===== config.mk =====
export PLATFORM = sky130hd
export DESIGN_NAME = kca_fifo
export DESIGN_NICKNAME = d
export VERILOG_FILES = /design/src/sv/kca_fifo.sv
export SDC_FILE = /design/constraint.sdc
export NUM_CORES = 1
export LEC_CHECK = 0
export BUFFER_PORTS_ARGS = -buffer_cell sky130_fd_sc_hd__buf_2
export CORE_AREA = 8 8 52 50
export DETAILED_ROUTE_END_ITERATION = 6
export DIE_AREA = 0 0 60 58
export MAX_ROUTING_LAYER = met4
export PLACE_DENSITY = 0.8
export SYNTH_ARGS = -nofsm -noshare
export SYNTH_HDL_FRONTEND = slang
export SYNTH_SLANG_ARGS = --single-unit

===== constraint.sdc =====
create_clock -name clk_i -period 1.69 [get_ports clk_i]
set_input_delay 0.338 -clock clk_i [delete_from_list [all_inputs] [get_ports clk_i]]
set_output_delay 0.338 -clock clk_i [all_outputs]
set_load 0.05 [all_outputs]

===== src/sv/kca_fifo.sv =====
// kca_fifo: small synchronous queue with registered storage.
// No package dependency.
`default_nettype none
module kca_fifo #(
  parameter int WIDTH = 8,
  parameter int DEPTH = 2
) (
  input  wire logic             clk_i,
  input  wire logic             rst_ni,
  input  wire logic             push_i,
  input  wire logic [WIDTH-1:0] data_i,
  output logic                  full_o,
  input  wire logic             pop_i,
  output logic [WIDTH-1:0]      data_o,
  output logic                  empty_o
);
  localparam int PW = (DEPTH > 1) ? $clog2(DEPTH) : 1;
  localparam int CW = $clog2(DEPTH + 1);

  logic [WIDTH-1:0] mem_q [DEPTH];
  logic [PW-1:0] wr_q, wr_d, rd_q, rd_d;
  logic [CW-1:0] cnt_q, cnt_d;
  logic do_push, do_pop;

  assign full_o  = (cnt_q == CW'(DEPTH));
  assign empty_o = (cnt_q == '0);
  assign do_push = push_i && !full_o;
  assign do_pop  = pop_i && !empty_o;
  assign data_o  = mem_q[rd_q];

  always_comb begin
    wr_d = wr_q;
    rd_d = rd_q;
    cnt_d = cnt_q;
    if (do_push) begin
      wr_d = (wr_q == PW'(DEPTH - 1)) ? '0 : wr_q + PW'(1);
    end
    if (do_pop) begin
      rd_d = (rd_q == PW'(DEPTH - 1)) ? '0 : rd_q + PW'(1);
    end
    if (do_push && !do_pop) begin
      cnt_d = cnt_q + CW'(1);
    end else if (do_pop && !do_push) begin
      cnt_d = cnt_q - CW'(1);
    end
  end

  always_ff @(posedge clk_i or negedge rst_ni) begin
    if (!rst_ni) begin
      wr_q <= '0;
      rd_q <= '0;
      cnt_q <= '0;
    end else begin
      wr_q <= wr_d;
      rd_q <= rd_d;
      cnt_q <= cnt_d;
    end
  end

  always_ff @(posedge clk_i) begin
    if (do_push) begin
      mem_q[wr_q] <= data_i;
    end
  end
endmodule
`default_nettype wire


# [Word-level counts from Yosys, hierarchy flattened]
# Memories as Yosys holds them, arrays and structs flattened.
# Cells that the tools add are included.
[totals] ff_bits=4 mem_bits_rw=16 input_bits=12 wordCells=25 mem_count=1
[memory_table] memory="mem_q" words=2 width=8 read_ports=1 rd_ports_with_merged_regs=0 wr=1 line="20" text="logic [WIDTH-1:0] mem_q [DEPTH];"
[op_classes] addsub=4 eq_ne=1 muxes=6 n_reduce_logical=10
[ops] op="1-bit logical AND" n=4
[ops] op="1-bit zero test" n=4
[ops] op="1-bit two-way mux" n=4
[ops] op="2-bit two-way mux" n=2
[ops] op="1-bit adder (second input constant)" n=2
[ops] op="2-bit by 1-bit adder with 2-bit output (second input constant)" n=1
[ops] op="2-bit equality test (second input constant)" n=1
[ops] op="2-bit zero test" n=1
[ops] op="2-bit nonzero test" n=1
[ops] op="2-bit by 1-bit subtractor with 2-bit output (second input constant)" n=1

# [Longest topological paths before layout]
# Gate-level depths: netlist of the first run.
[depth] word_depth=7 depth_mapped=7 ltp_nobuf=7

# [Least setup slack after synthesis of the first run]
# Ideal clock, no wire load.
[synth_path] path_type="reg2out" from="reg cnt_q[0]" to="out empty_o" arrival_ps=1067 required_time_ps=1352 path_slack_ps=285 stages_incl_launch_ff=2 path_buffers=0 path_cell_list="dfrtp_1 nor2_1"
[synth_between] elab_chain_len=1
[synth_lines] item="start, declared" line="22" text="logic [CW-1:0] cnt_q, cnt_d;"
[synth_lines] item="start signal, assigned" line="56" text="cnt_q <= cnt_d;"
[synth_lines] item="2-bit zero test" line="26" text="assign empty_o = (cnt_q == '0);"
[synth_lines] item="end, declared" line="15" text="output logic empty_o"
# Every way passes these cells.

# [Worst setup path in the final report of the first run]
[layout_path] from="reg rd_q" to="out data_o[7]"
[layout_between] elab_chain_len=1
[layout_lines] item="start, declared" line="21" text="logic [PW-1:0] wr_q, wr_d, rd_q, rd_d;"
[layout_lines] item="start signal, assigned" line="55" text="rd_q <= rd_d;"
[layout_lines] item="memory read 2 x 8 bit"
[layout_lines] item="end, declared" line="14" text="output logic [WIDTH-1:0] data_o,"
# Every way passes these cells.

==> metrics.cfg, run 1 <==
[timing]
slew_violations = 0
rsz0062_at_grt = yes
worstMarginPinSlew_ps = 375.3
slew_headroom = 0.7498
post-route-period-util = 0.9865
min_period_ps = 1667
max_freq_ghz = 0.5998
skew_ps = 6.914
setup_slack_ps = 22.87
setup_viol = 0
hold_viol = 0

[critical_path]
startpoint_type = flip-flop
cp_max_fo = 4
r2r_cells = 7
cp.required_ps = 1350
timing.rr.end = cnt_q[1]$_DFFE_PN0P_
cp_data_arrival_time_ps = 1330
crit_type = reg -> out
cp-end-kind = primary output
reg2reg_slack_ps = 200
r2r_start = cnt_q[0]$_DFFE_PN0P_

[outcome]
status = finished clean

[placement]
hpwl_um = 926
gp_congestion = 0.6086
port_buffers = 21
placed_cells_incl_taps = 90
dp_worst_setup_slack_ps = 185.5

[clock_network]
cts_root_buf = clkbuf_4
cts_tree = done
clk_pin_slew_ps = 110
cts_inserted_buffers = 3
cts.sinks = 20
htree_levels = 1
clockBufferDepth = 2
insertion_delay_ps = 290

[hold_path]
min_path_cells = 1
hp-class = in -> reg
hold_start = data_i[4]
hold_end = mem_q[0][4]$_DFFE_PP_

[logic_synthesis]
netlist.area_leader.share = 0.6144
synth_fa_ha_area_frac = 0.01600
syn-cell-area_um2 = 782.0
yosysSeqAreaShare = 0.7424
ys_ff_latch = 20
synth_xor_area_frac = 0.06560
synthCells = 44
synth-compound-area-share = 0.006400
synth_top_family_by_area = multiplexers
synth-simple-area-share = 0.03840
synthTopCellsByArea = edfxtp_1 (61%), dfrtp_1 (13%), mux2_1 (8.6%)
avgSynthCellArea_um2 = 17.77
yosys.area.top_type = edfxtp_1
synth_warnings = 0
syn_nets = 57
synth.distinct_cells = 15
synth.area.mux_share = 0.1152

[power]
total_leakage_power_nw = 0.4454
vdd_ir_drop_max_v = 0.001187
powerDensity_mw_per_mm2 = 2033

[finish]
n_antenna_cell = 0
fill_cells = 155
nets = 87
drive_gt1_frac = 0.5342
fin_cells = 98
area_growth_pct = 34.08
final_cell_mix = edfxtp_1 (16), buf_2 (12), buf_6 (8)
final_common_cell = edfxtp_1

[grt]
grt_pass1_vias = 454
grt_max_degree = 12
grt_usage = 0.08702
grt_pass1_wl_um = 2056
antenna_found_initial = 0
grt_overflow = 0

[route]
routed_wl_um = 1364
vias_per_cell = 4.602
postRouteAntennaNets = 0
drc = 0
wl_per_cell_um = 13.92
dr.pass1.iters = 3
drtIter0Drc = 8
dr_total_vias = 451

[floorplanning]
rows = 15
dieArea_mm2 = 0.003480
die_w_um = 60
core_region_area_mm2 = 0.001783
fp.dieH_um = 58
io_pins = 22
floorplan.initialDensity = 0.4386

[job]
maxCapViolCount = 0

[area by class of cell]
cell class	instances	area [um2]	share of cell area
sequential	20	581.8	0.5549
clock buffer	4	26.28	0.02506
multi-input combinational	21	203.9	0.1945
timing repair buffer	26	197.7	0.1885
inverter	2	7.507	0.007160
tap	25	31.28	0.02983
[worst max path at each step]
stage / startpoint / to / slack [ps] / depth (start not counted)
after floorplan: cnt_q[0]$_DFFE_PN0P_ / empty_o / 280 / 1
after global placement: rd_q$_DFFE_PN0P_ / data_o[2] / 220 / 2
after detailed placement: rd_q$_DFFE_PN0P_ / data_o[2] / 190 / 2
after CTS: rd_q$_DFFE_PN0P_ / data_o[6] / 2 / 2
after global routing: rd_q$_DFFE_PN0P_ / data_o[7] / -20 / 3
final: rd_q$_DFFE_PN0P_ / data_o[7] / 20 / 3
[where the power goes]
part           internal [mW]  total [mW]  switching (mW)
combinational          0.467        1.13           0.667
sequential             0.691       0.766          0.0749
clock                 0.0917       0.230           0.139
total                   1.25        2.13           0.881
[flip-flops by register name, summed over array words and instances, names as in the netlist]
register  count
mem_q        16
cnt_q         2
rd_q          1
wr_q          1
[Yosys cell counts (all sizes together)]
cell type / count
ha: 1
dfrtp: 4
inv: 2
nor2: 3
nand2b: 1
edfxtp: 16
and3: 1
nand2: 1
xor2: 2
mux2: 8
o21ai: 1
xnor2: 3
buf: 1
[worst max-delay path, cell delays in order (launching register included)]
cell and delay [ps]:
dfrtp_2 380, buf_4 140, mux2_2 330, buf_4 190
[stage by stage]
| stage | power [mW] | cell area [um2] | hold slack [ps] | util | TNS [ps] |
|---|---|---|---|---|---|
| after CTS | 1.954 | 978.4 | 215.8 | 0.5488 | 0 |
| after detailed placement | 1.671 | 920.9 | 153.0 | 0.5165 | 0 |
| after global routing | 2.244 | 1049 | 204.0 | 0.5881 | -36.90 |
| after global placement | 1.649 | 920.9 | 148.8 | 0.5165 | 0 |
| after floorplan | 1.479 | 782.0 | 42.41 | - | 0 |
| final | 2.131 | 1049 | 223.7 | 0.5881 | 0 |
[repair_timing]
action                                  CTS  global route
endpoints found under the setup margin    8             9
hold buffers                              1             0
gates resized for setup                   6            23
buffers inserted                          1             2
endpoints found under the hold margin     4             0
[logic make-up (layout without fill, tap and decap cells)]
family | count (synthesis) | in the layout
adder cells (fa/ha/maj) | 1 | 1
flip-flops | 20 | 20
AO/OA/AOI/OAI | 1 | 1
XOR/XNOR | 5 | 5
buffers and inverters | 3 | 32
multiplexers | 8 | 8
AND/OR/NAND/NOR | 6 | 6
[layer usage]
layer	global-route usage	part of all wire
met4	0.06122	0.013
met2	0.1169	0.48
met1	0.09973	0.43
met3	0.03974	0.074
met5	-	0
Power figures use the tool's default switching activity.
==> run 2: changes to the inputs <==
--- a/config.mk
+++ b/config.mk
@@ -6,11 +6,11 @@
 export NUM_CORES = 1
 export LEC_CHECK = 0
 export BUFFER_PORTS_ARGS = -buffer_cell sky130_fd_sc_hd__buf_2
-export CORE_AREA = 8 8 52 50
+export CORE_AREA = 8 8 54 51
 export DETAILED_ROUTE_END_ITERATION = 6
-export DIE_AREA = 0 0 60 58
+export DIE_AREA = 0 0 62 59
 export MAX_ROUTING_LAYER = met4
-export PLACE_DENSITY = 0.8
+export PLACE_DENSITY = 0.79
 export SYNTH_ARGS = -nofsm -noshare
 export SYNTH_HDL_FRONTEND = slang
 export SYNTH_SLANG_ARGS = --single-unit
==> constraint.sdc (replaced) <==
create_clock -name clk_i -period 1.4 [get_ports clk_i]
set_input_delay 0.28 -clock clk_i [delete_from_list [all_inputs] [get_ports clk_i]]
set_output_delay 0.28 -clock clk_i [all_outputs]
set_load 0.05 [all_outputs]
==> run 2 against run 1 <==
Effect of this change: the flow now finishes with violations (setup timing); clock skew is 5.4 ps lower; wire length is 12% higher; cell count is 6.1% higher; clock power is 17% higher; sequential share of layout area is 5.3 points lower; sequential power is 24% higher; count of clock-buffer cells in the layout stayed put; flip-flop and latch count stayed put; critical path depth stayed put; non-clock buffer count is 6 higher; die area is 5.1% higher; hold slack worse by 50 ps; largest power group unchanged.
==> metrics.cfg, run 2 (synthesis gave the netlist of run 1 again) <==
[outcome]
status = finished, violations left
violations = setup timing

[clock_network]
cts_inserted_buffers = 3  ; unchanged
cts_root_buf = clkbuf_4
clk_pin_slew_ps = 100  ; about the same
insertion_delay_ps = 290  ; about the same
cts.sinks = 20  ; unchanged
htree_levels = 1  ; unchanged
clockBufferDepth = 2  ; unchanged
cts_tree = done

[timing]
skew_ps = 1.474  ; -5.440 ps
max_freq_ghz = 0.6270
slew_headroom = 0.8582  ; +0.1084
rsz0062_at_grt = yes
setup_slack_ps = -194.8  ; -217.7 ps
slew_violations = 0  ; unchanged
min_period_ps = 1595
hold_viol = 0  ; unchanged
worstMarginPinSlew_ps = 212.6  ; -162.7 ps
post-route-period-util = 1.139
setup_viol = 8  ; +8

[finish]
final_common_cell = edfxtp_1
reg_top3 = mem_q (16), cnt_q (2)
drive_gt1_frac = 0.6709  ; +0.1366
area_growth_pct = 48.64
regMostFlops = mem_q
nets = 93  ; +6.9%
final_cell_mix = edfxtp_1 (16), buf_2 (11), buf_6 (10)
largest_register_ffs = 16  ; unchanged
postLayoutCoreUtil = 0.6256  ; +0.03752
n_antenna_cell = 0  ; unchanged

[grt]
grt_max_degree = 12  ; unchanged
grt_pass1_wl_um = 2208  ; +7.4%
grt_pass1_vias = 493  ; +8.6%
antenna_found_initial = 0  ; unchanged
grt_overflow = 0  ; unchanged
grt_usage = 0.08923  ; +0.002212

[route]
dr.pass1.iters = 3  ; unchanged
routed_wl_um = 1534  ; +12%
vias_per_cell = 4.529  ; -1.6%
drc = 0  ; unchanged
postRouteAntennaNets = 0  ; unchanged
dr_total_vias = 471  ; +4.4%
wl_per_cell_um = 14.75  ; +6.0%
drtIter0Drc = 5  ; -3

[critical_path]
crit_buf_inv = 2  ; unchanged
cp.required_ps = 1120  ; -230 ps
startpoint_type = flip-flop
crit_type = reg -> out
cp_slowest_cell = dfrtp_2
path_delay_family = flip-flops
cp_data_arrival_time_ps = 1310  ; -20 ps
cp_cell_sequence = buf_4 > mux2_4 > buf_6
crit_start = rd_q$_DFFE_PN0P_
r2r_start = cnt_q[0]$_DFFE_PN0P_
max_stage_delay_ps = 430  ; +50 ps
cp_max_fo = 3  ; -1
cp-end-kind = primary output

[power]
powerDensity_mw_per_mm2 = 2481  ; +22%
total_leakage_power_nw = 0.4922  ; +11%
fin_total_pwr_mw = 2.884  ; +35%
vdd_ir_drop_max_v = 0.001573  ; +33%

[floorplanning]
die_w_um = 62  ; +3.3%
floorplan.initialDensity = 0.4209  ; -0.01772
dieArea_mm2 = 0.003658  ; +5.1%
core_region_area_mm2 = 0.001858  ; +4.2%
io_pins = 22  ; unchanged
fp.dieH_um = 59  ; +1.7%
rows = 15  ; unchanged

[placement]
port_buffers = 21  ; unchanged
dp_worst_setup_slack_ps = -27.05  ; -212.6 ps
gp_congestion = 0.6833  ; +12%
hpwl_um = 1023  ; +10%

[job]
maxCapViolCount = 0  ; unchanged

[hold_path]
hp-class = in -> reg
hold_start = data_i[0]

-- run 2: per-layer routing --
metal | global-route usage | vias up | wire length, um
li1 | - | 232 | -
met1 | 0.08679 | 218 | 559
met2 | 0.1445 | 17 | 799
met3 | 0.03905 | 4 | 149
met4 | 0.04870 | 0 | 25
met5 | - | - | 0
-- run 2: repair_timing --
action,4_1_cts,5_1_grt
pin swaps,0,2
buffers inserted,3,1
setup endpoints to repair,10,11
hold buffers,1,0
resized for setup,34,9
hold endpoints to repair,4,0
-- run 2: final cells by class --
class,count,area (um2)
clock buffer,4,26.28
multi-input combinational,21,246.5
sequential,20,583.1
fill,144,695.7
timing repair buffer,32,267.8
tap,25,31.28
inverter,2,7.507
-- run 2: worst reg2reg max path, cell delays in order, from the launching register on --
cell and delay [ps]:
dfrtp_1 440, nand2b_4 180, nand2_4 60, inv_2 40, ha_4 150, xor2_1 140, nor2_2 120, xor2_1 160
-- run 2: metrics by stage --
stage	hold WS [ps]	cells	cell area, um2	setup TNS (ps)
floorplan	-15.59	44	782.0	0
global placement	91.10	96	965.9	-37.83
detailed placement	93.58	96	965.9	-94.72
CTS	161.7	103	1121	-1514
global route	156.6	104	1162	-1868
finish	174.2	104	1162	-1473
-- run 2: final timing paths --
check / endpoint / slack (ps) / cells past startpoint
setup / recovery: data_o[0] / -190 / 3
hold / removal: mem_q[0][0]$_DFFE_PP_ / 170 / 1
setup reg to reg: cnt_q[1]$_DFFE_PN0P_ / 30 / 7
hold reg to reg: wr_q$_DFFE_PN0N_ / 540 / 1
max in group asynchronous: rd_q$_DFFE_PN0P_ / 940 / 2
min in group asynchronous: cnt_q[0]$_DFFE_PN0P_ / 320 / 2
-- run 2: power by group --
group | internal, mW | switching [mW]
registers | 0.837 | 0.115
logic | 0.782 | 0.882
clock network | 0.111 | 0.157
total | 1.73 | 1.15
==> run 3: changes to the inputs <==
--- a/config.mk
+++ b/config.mk
@@ -11,6 +11,7 @@
 export DIE_AREA = 0 0 62 59
 export MAX_ROUTING_LAYER = met4
 export PLACE_DENSITY = 0.79
+export RECOVER_POWER = 50
 export SYNTH_ARGS = -nofsm -noshare
 export SYNTH_HDL_FRONTEND = slang
 export SYNTH_SLANG_ARGS = --single-unit
==> run 3 against run 2 <==
Effect of this change: maximum frequency barely moved; cell area shrank 0.43%; combinational power is essentially flat; largest cell class unchanged; die area is the same; wire length hardly changed; power hardly changed; worst setup slack about the same; the run still ends with setup timing left; sequential share of layout area up 0.22 points; non-clock buffer count is the same; largest power group unchanged.
==> metrics.cfg, run 3 (synthesis gave the netlist of run 1 again) <==
[outcome]
status = finished, violations left
violations = setup timing

[finish]
regMostFlops = mem_q
drive_gt1_frac = 0.6203  ; -0.05063
largest_register_ffs = 16  ; unchanged
reg_top3 = mem_q (16), cnt_q (2)
final_cell_mix = edfxtp_1 (16), buf_6 (10), buf_4 (8)
nets = 93  ; unchanged
final_common_cell = edfxtp_1
n_antenna_cell = 0  ; unchanged
area_growth_pct = 48.00

[critical_path]
crit_type = reg -> out
r2r_cells = 7  ; unchanged
cp.required_ps = 1120  ; about the same
cp_data_arrival_time_ps = 1310  ; about the same
cp-end-kind = primary output
timing.rr.end = cnt_q[1]$_DFFE_PN0P_
reg2reg_slack_ps = 30  ; about the same
r2r_start = cnt_q[0]$_DFFE_PN0P_
startpoint_type = flip-flop
cp_max_fo = 3  ; unchanged

[power]
vdd_ir_drop_max_v = 0.001573  ; about the same
power_switching_mw = 1.155  ; about the same
powerDensity_mw_per_mm2 = 2491  ; +0.39%
switching_share = 0.4005  ; about the same
pwr-share-comb = 0.577  ; about the same
seqPwrFrac = 0.330  ; about the same
total_leakage_power_nw = 0.4812  ; -2.2%
p_clk_frac = 0.093  ; about the same
intPower_mw = 1.728  ; about the same

[timing]
rsz0062_at_grt = yes
tns_ps = -1475  ; -1.420 ps
setup_slack_ps = -194.8  ; +0.01600 ps
skew_ps = 1.485  ; +0.01018 ps
hold_viol = 0  ; unchanged
setup_viol = 8  ; unchanged
slew_headroom = 0.8296  ; -0.02861
worstMarginPinSlew_ps = 255.6  ; +42.94 ps
post-route-period-util = 1.139  ; about the same
hold_slack_ps = 174.1  ; -0.02700 ps
slew_violations = 0  ; unchanged
min_period_ps = 1595  ; -0.01600 ps
max_freq_ghz = 0.6270  ; about the same

[clock_network]
cts_root_buf = clkbuf_4
cts_tree = done
cts.sinks = 20  ; unchanged
clk_pin_slew_ps = 100  ; about the same
clockBufferDepth = 2  ; unchanged
insertion_delay_ps = 290  ; about the same
htree_levels = 1  ; unchanged
cts_inserted_buffers = 3  ; unchanged

[route]
drc = 0  ; unchanged
vias_per_cell = 4.529  ; unchanged
drtIter0Drc = 5  ; unchanged
routed_wl_um = 1535  ; about the same
wl_per_cell_um = 14.76  ; about the same
dr.pass1.iters = 3  ; unchanged
dr_total_vias = 471  ; unchanged
postRouteAntennaNets = 0  ; unchanged

[floorplanning]
core_region_area_mm2 = 0.001858  ; unchanged
io_pins = 22  ; unchanged
fp.dieH_um = 59  ; unchanged
die_w_um = 62  ; unchanged
dieArea_mm2 = 0.003658  ; unchanged
rows = 15  ; unchanged
floorplan.initialDensity = 0.4209  ; unchanged

[hold_path]
hp-class = in -> reg
hold_end = mem_q[0][0]$_DFFE_PP_
min_path_cells = 1  ; unchanged
hold_start = data_i[0]

[grt]
grt_overflow = 0  ; unchanged
grt_usage = 0.08923  ; unchanged
grt_max_degree = 12  ; unchanged
grt_pass1_wl_um = 2208  ; unchanged
grt_pass1_vias = 493  ; unchanged
antenna_found_initial = 0  ; unchanged

[placement]
hpwl_um = 1023  ; unchanged
port_buffers = 21  ; unchanged
gp_congestion = 0.6833  ; unchanged

[job]
maxCapViolCount = 0  ; unchanged

## run 3: changes by cell type in the layout (fill, tap and decap cells not counted)
| cell | change |
|---|---|
| buf_2 | -4 |
| clkbuf_1 | +4 |
## run 3: critical path, cell delays in order, from the launching register on
cell,delay [ps]
dfrtp_2,430
buf_4,150
mux2_4,290
buf_6,150
## run 3: worst max-delay path by stage
stage / start / end / slack (ps) / depth (start not counted)
2_1_floorplan: cnt_q[0]$_DFFE_PN0P_ / mem_q[0][0]$_DFFE_PP_ / 8 / 3
3_3_place_gp: rd_q$_DFFE_PN0P_ / data_o[6] / -20 / 2
3_5_place_dp: rd_q$_DFFE_PN0P_ / data_o[7] / -30 / 2
4_1_cts: rd_q$_DFFE_PN0P_ / data_o[0] / -200 / 3
5_1_grt: rd_q$_DFFE_PN0P_ / data_o[0] / -230 / 3
6_report: rd_q$_DFFE_PN0P_ / data_o[0] / -190 / 3
## run 3: final cells by class
| type | count | area, um2 |
|---|---|---|
| fillers | 145 | 700.7 |
| flip-flops and latches | 20 | 583.1 |
| repair buffers | 32 | 262.8 |
| multi-input cells | 21 | 246.5 |
| well taps | 25 | 31.28 |
| clock buffers | 4 | 26.28 |
| inverters | 2 | 7.507 |
## run 3: layer usage
| layer | share of wire | GRT usage | wire length (um) | vias up |
|---|---|---|---|---|
| li1 | - | - | - | 232 |
| met1 | 0.36 | 0.08679 | 559 | 218 |
| met2 | 0.52 | 0.1445 | 800 | 17 |
| met3 | 0.096 | 0.03905 | 148 | 4 |
| met4 | 0.016 | 0.04870 | 25 | 0 |
| met5 | 0 | - | 0 | - |
## run 3: repair_timing
action / CTS / global route
buffers inserted: 3 / 1
hold buffers: 1 / 0
cloned: 0 / 0
resized for setup: 34 / 9
hold endpoints to repair: 4 / 0
setup endpoints to repair: 10 / 11
pin swaps: 0 / 2
## run 3: power by group through the flow
| stage | clock, mW | sequential [mW] | combinational (mW) |
|---|---|---|---|
| floorplan | 0 | 0.906 | 0.879 |
| global placement | 0 | 0.952 | 1.14 |
| detailed placement | 0 | 0.964 | 1.15 |
| CTS | 0.282 | 0.933 | 1.57 |
| global route | 0.296 | 0.967 | 1.75 |
| finish | 0.268 | 0.952 | 1.66 |
## run 3: metrics by stage
stage          setup WS [ps]  std cells  total power, mW  cell area (um2)    util
3_3_place_gp          -16.98         96            2.095            965.9  0.5199
4_1_cts               -201.9        103            2.789             1121  0.6034
3_5_place_dp          -27.05         96            2.119            965.9  0.5199
6_report              -194.8        104            2.883             1157  0.6229
2_1_floorplan          7.850         44            1.786            782.0       -
5_1_grt               -231.9        104            3.013             1157  0.6229
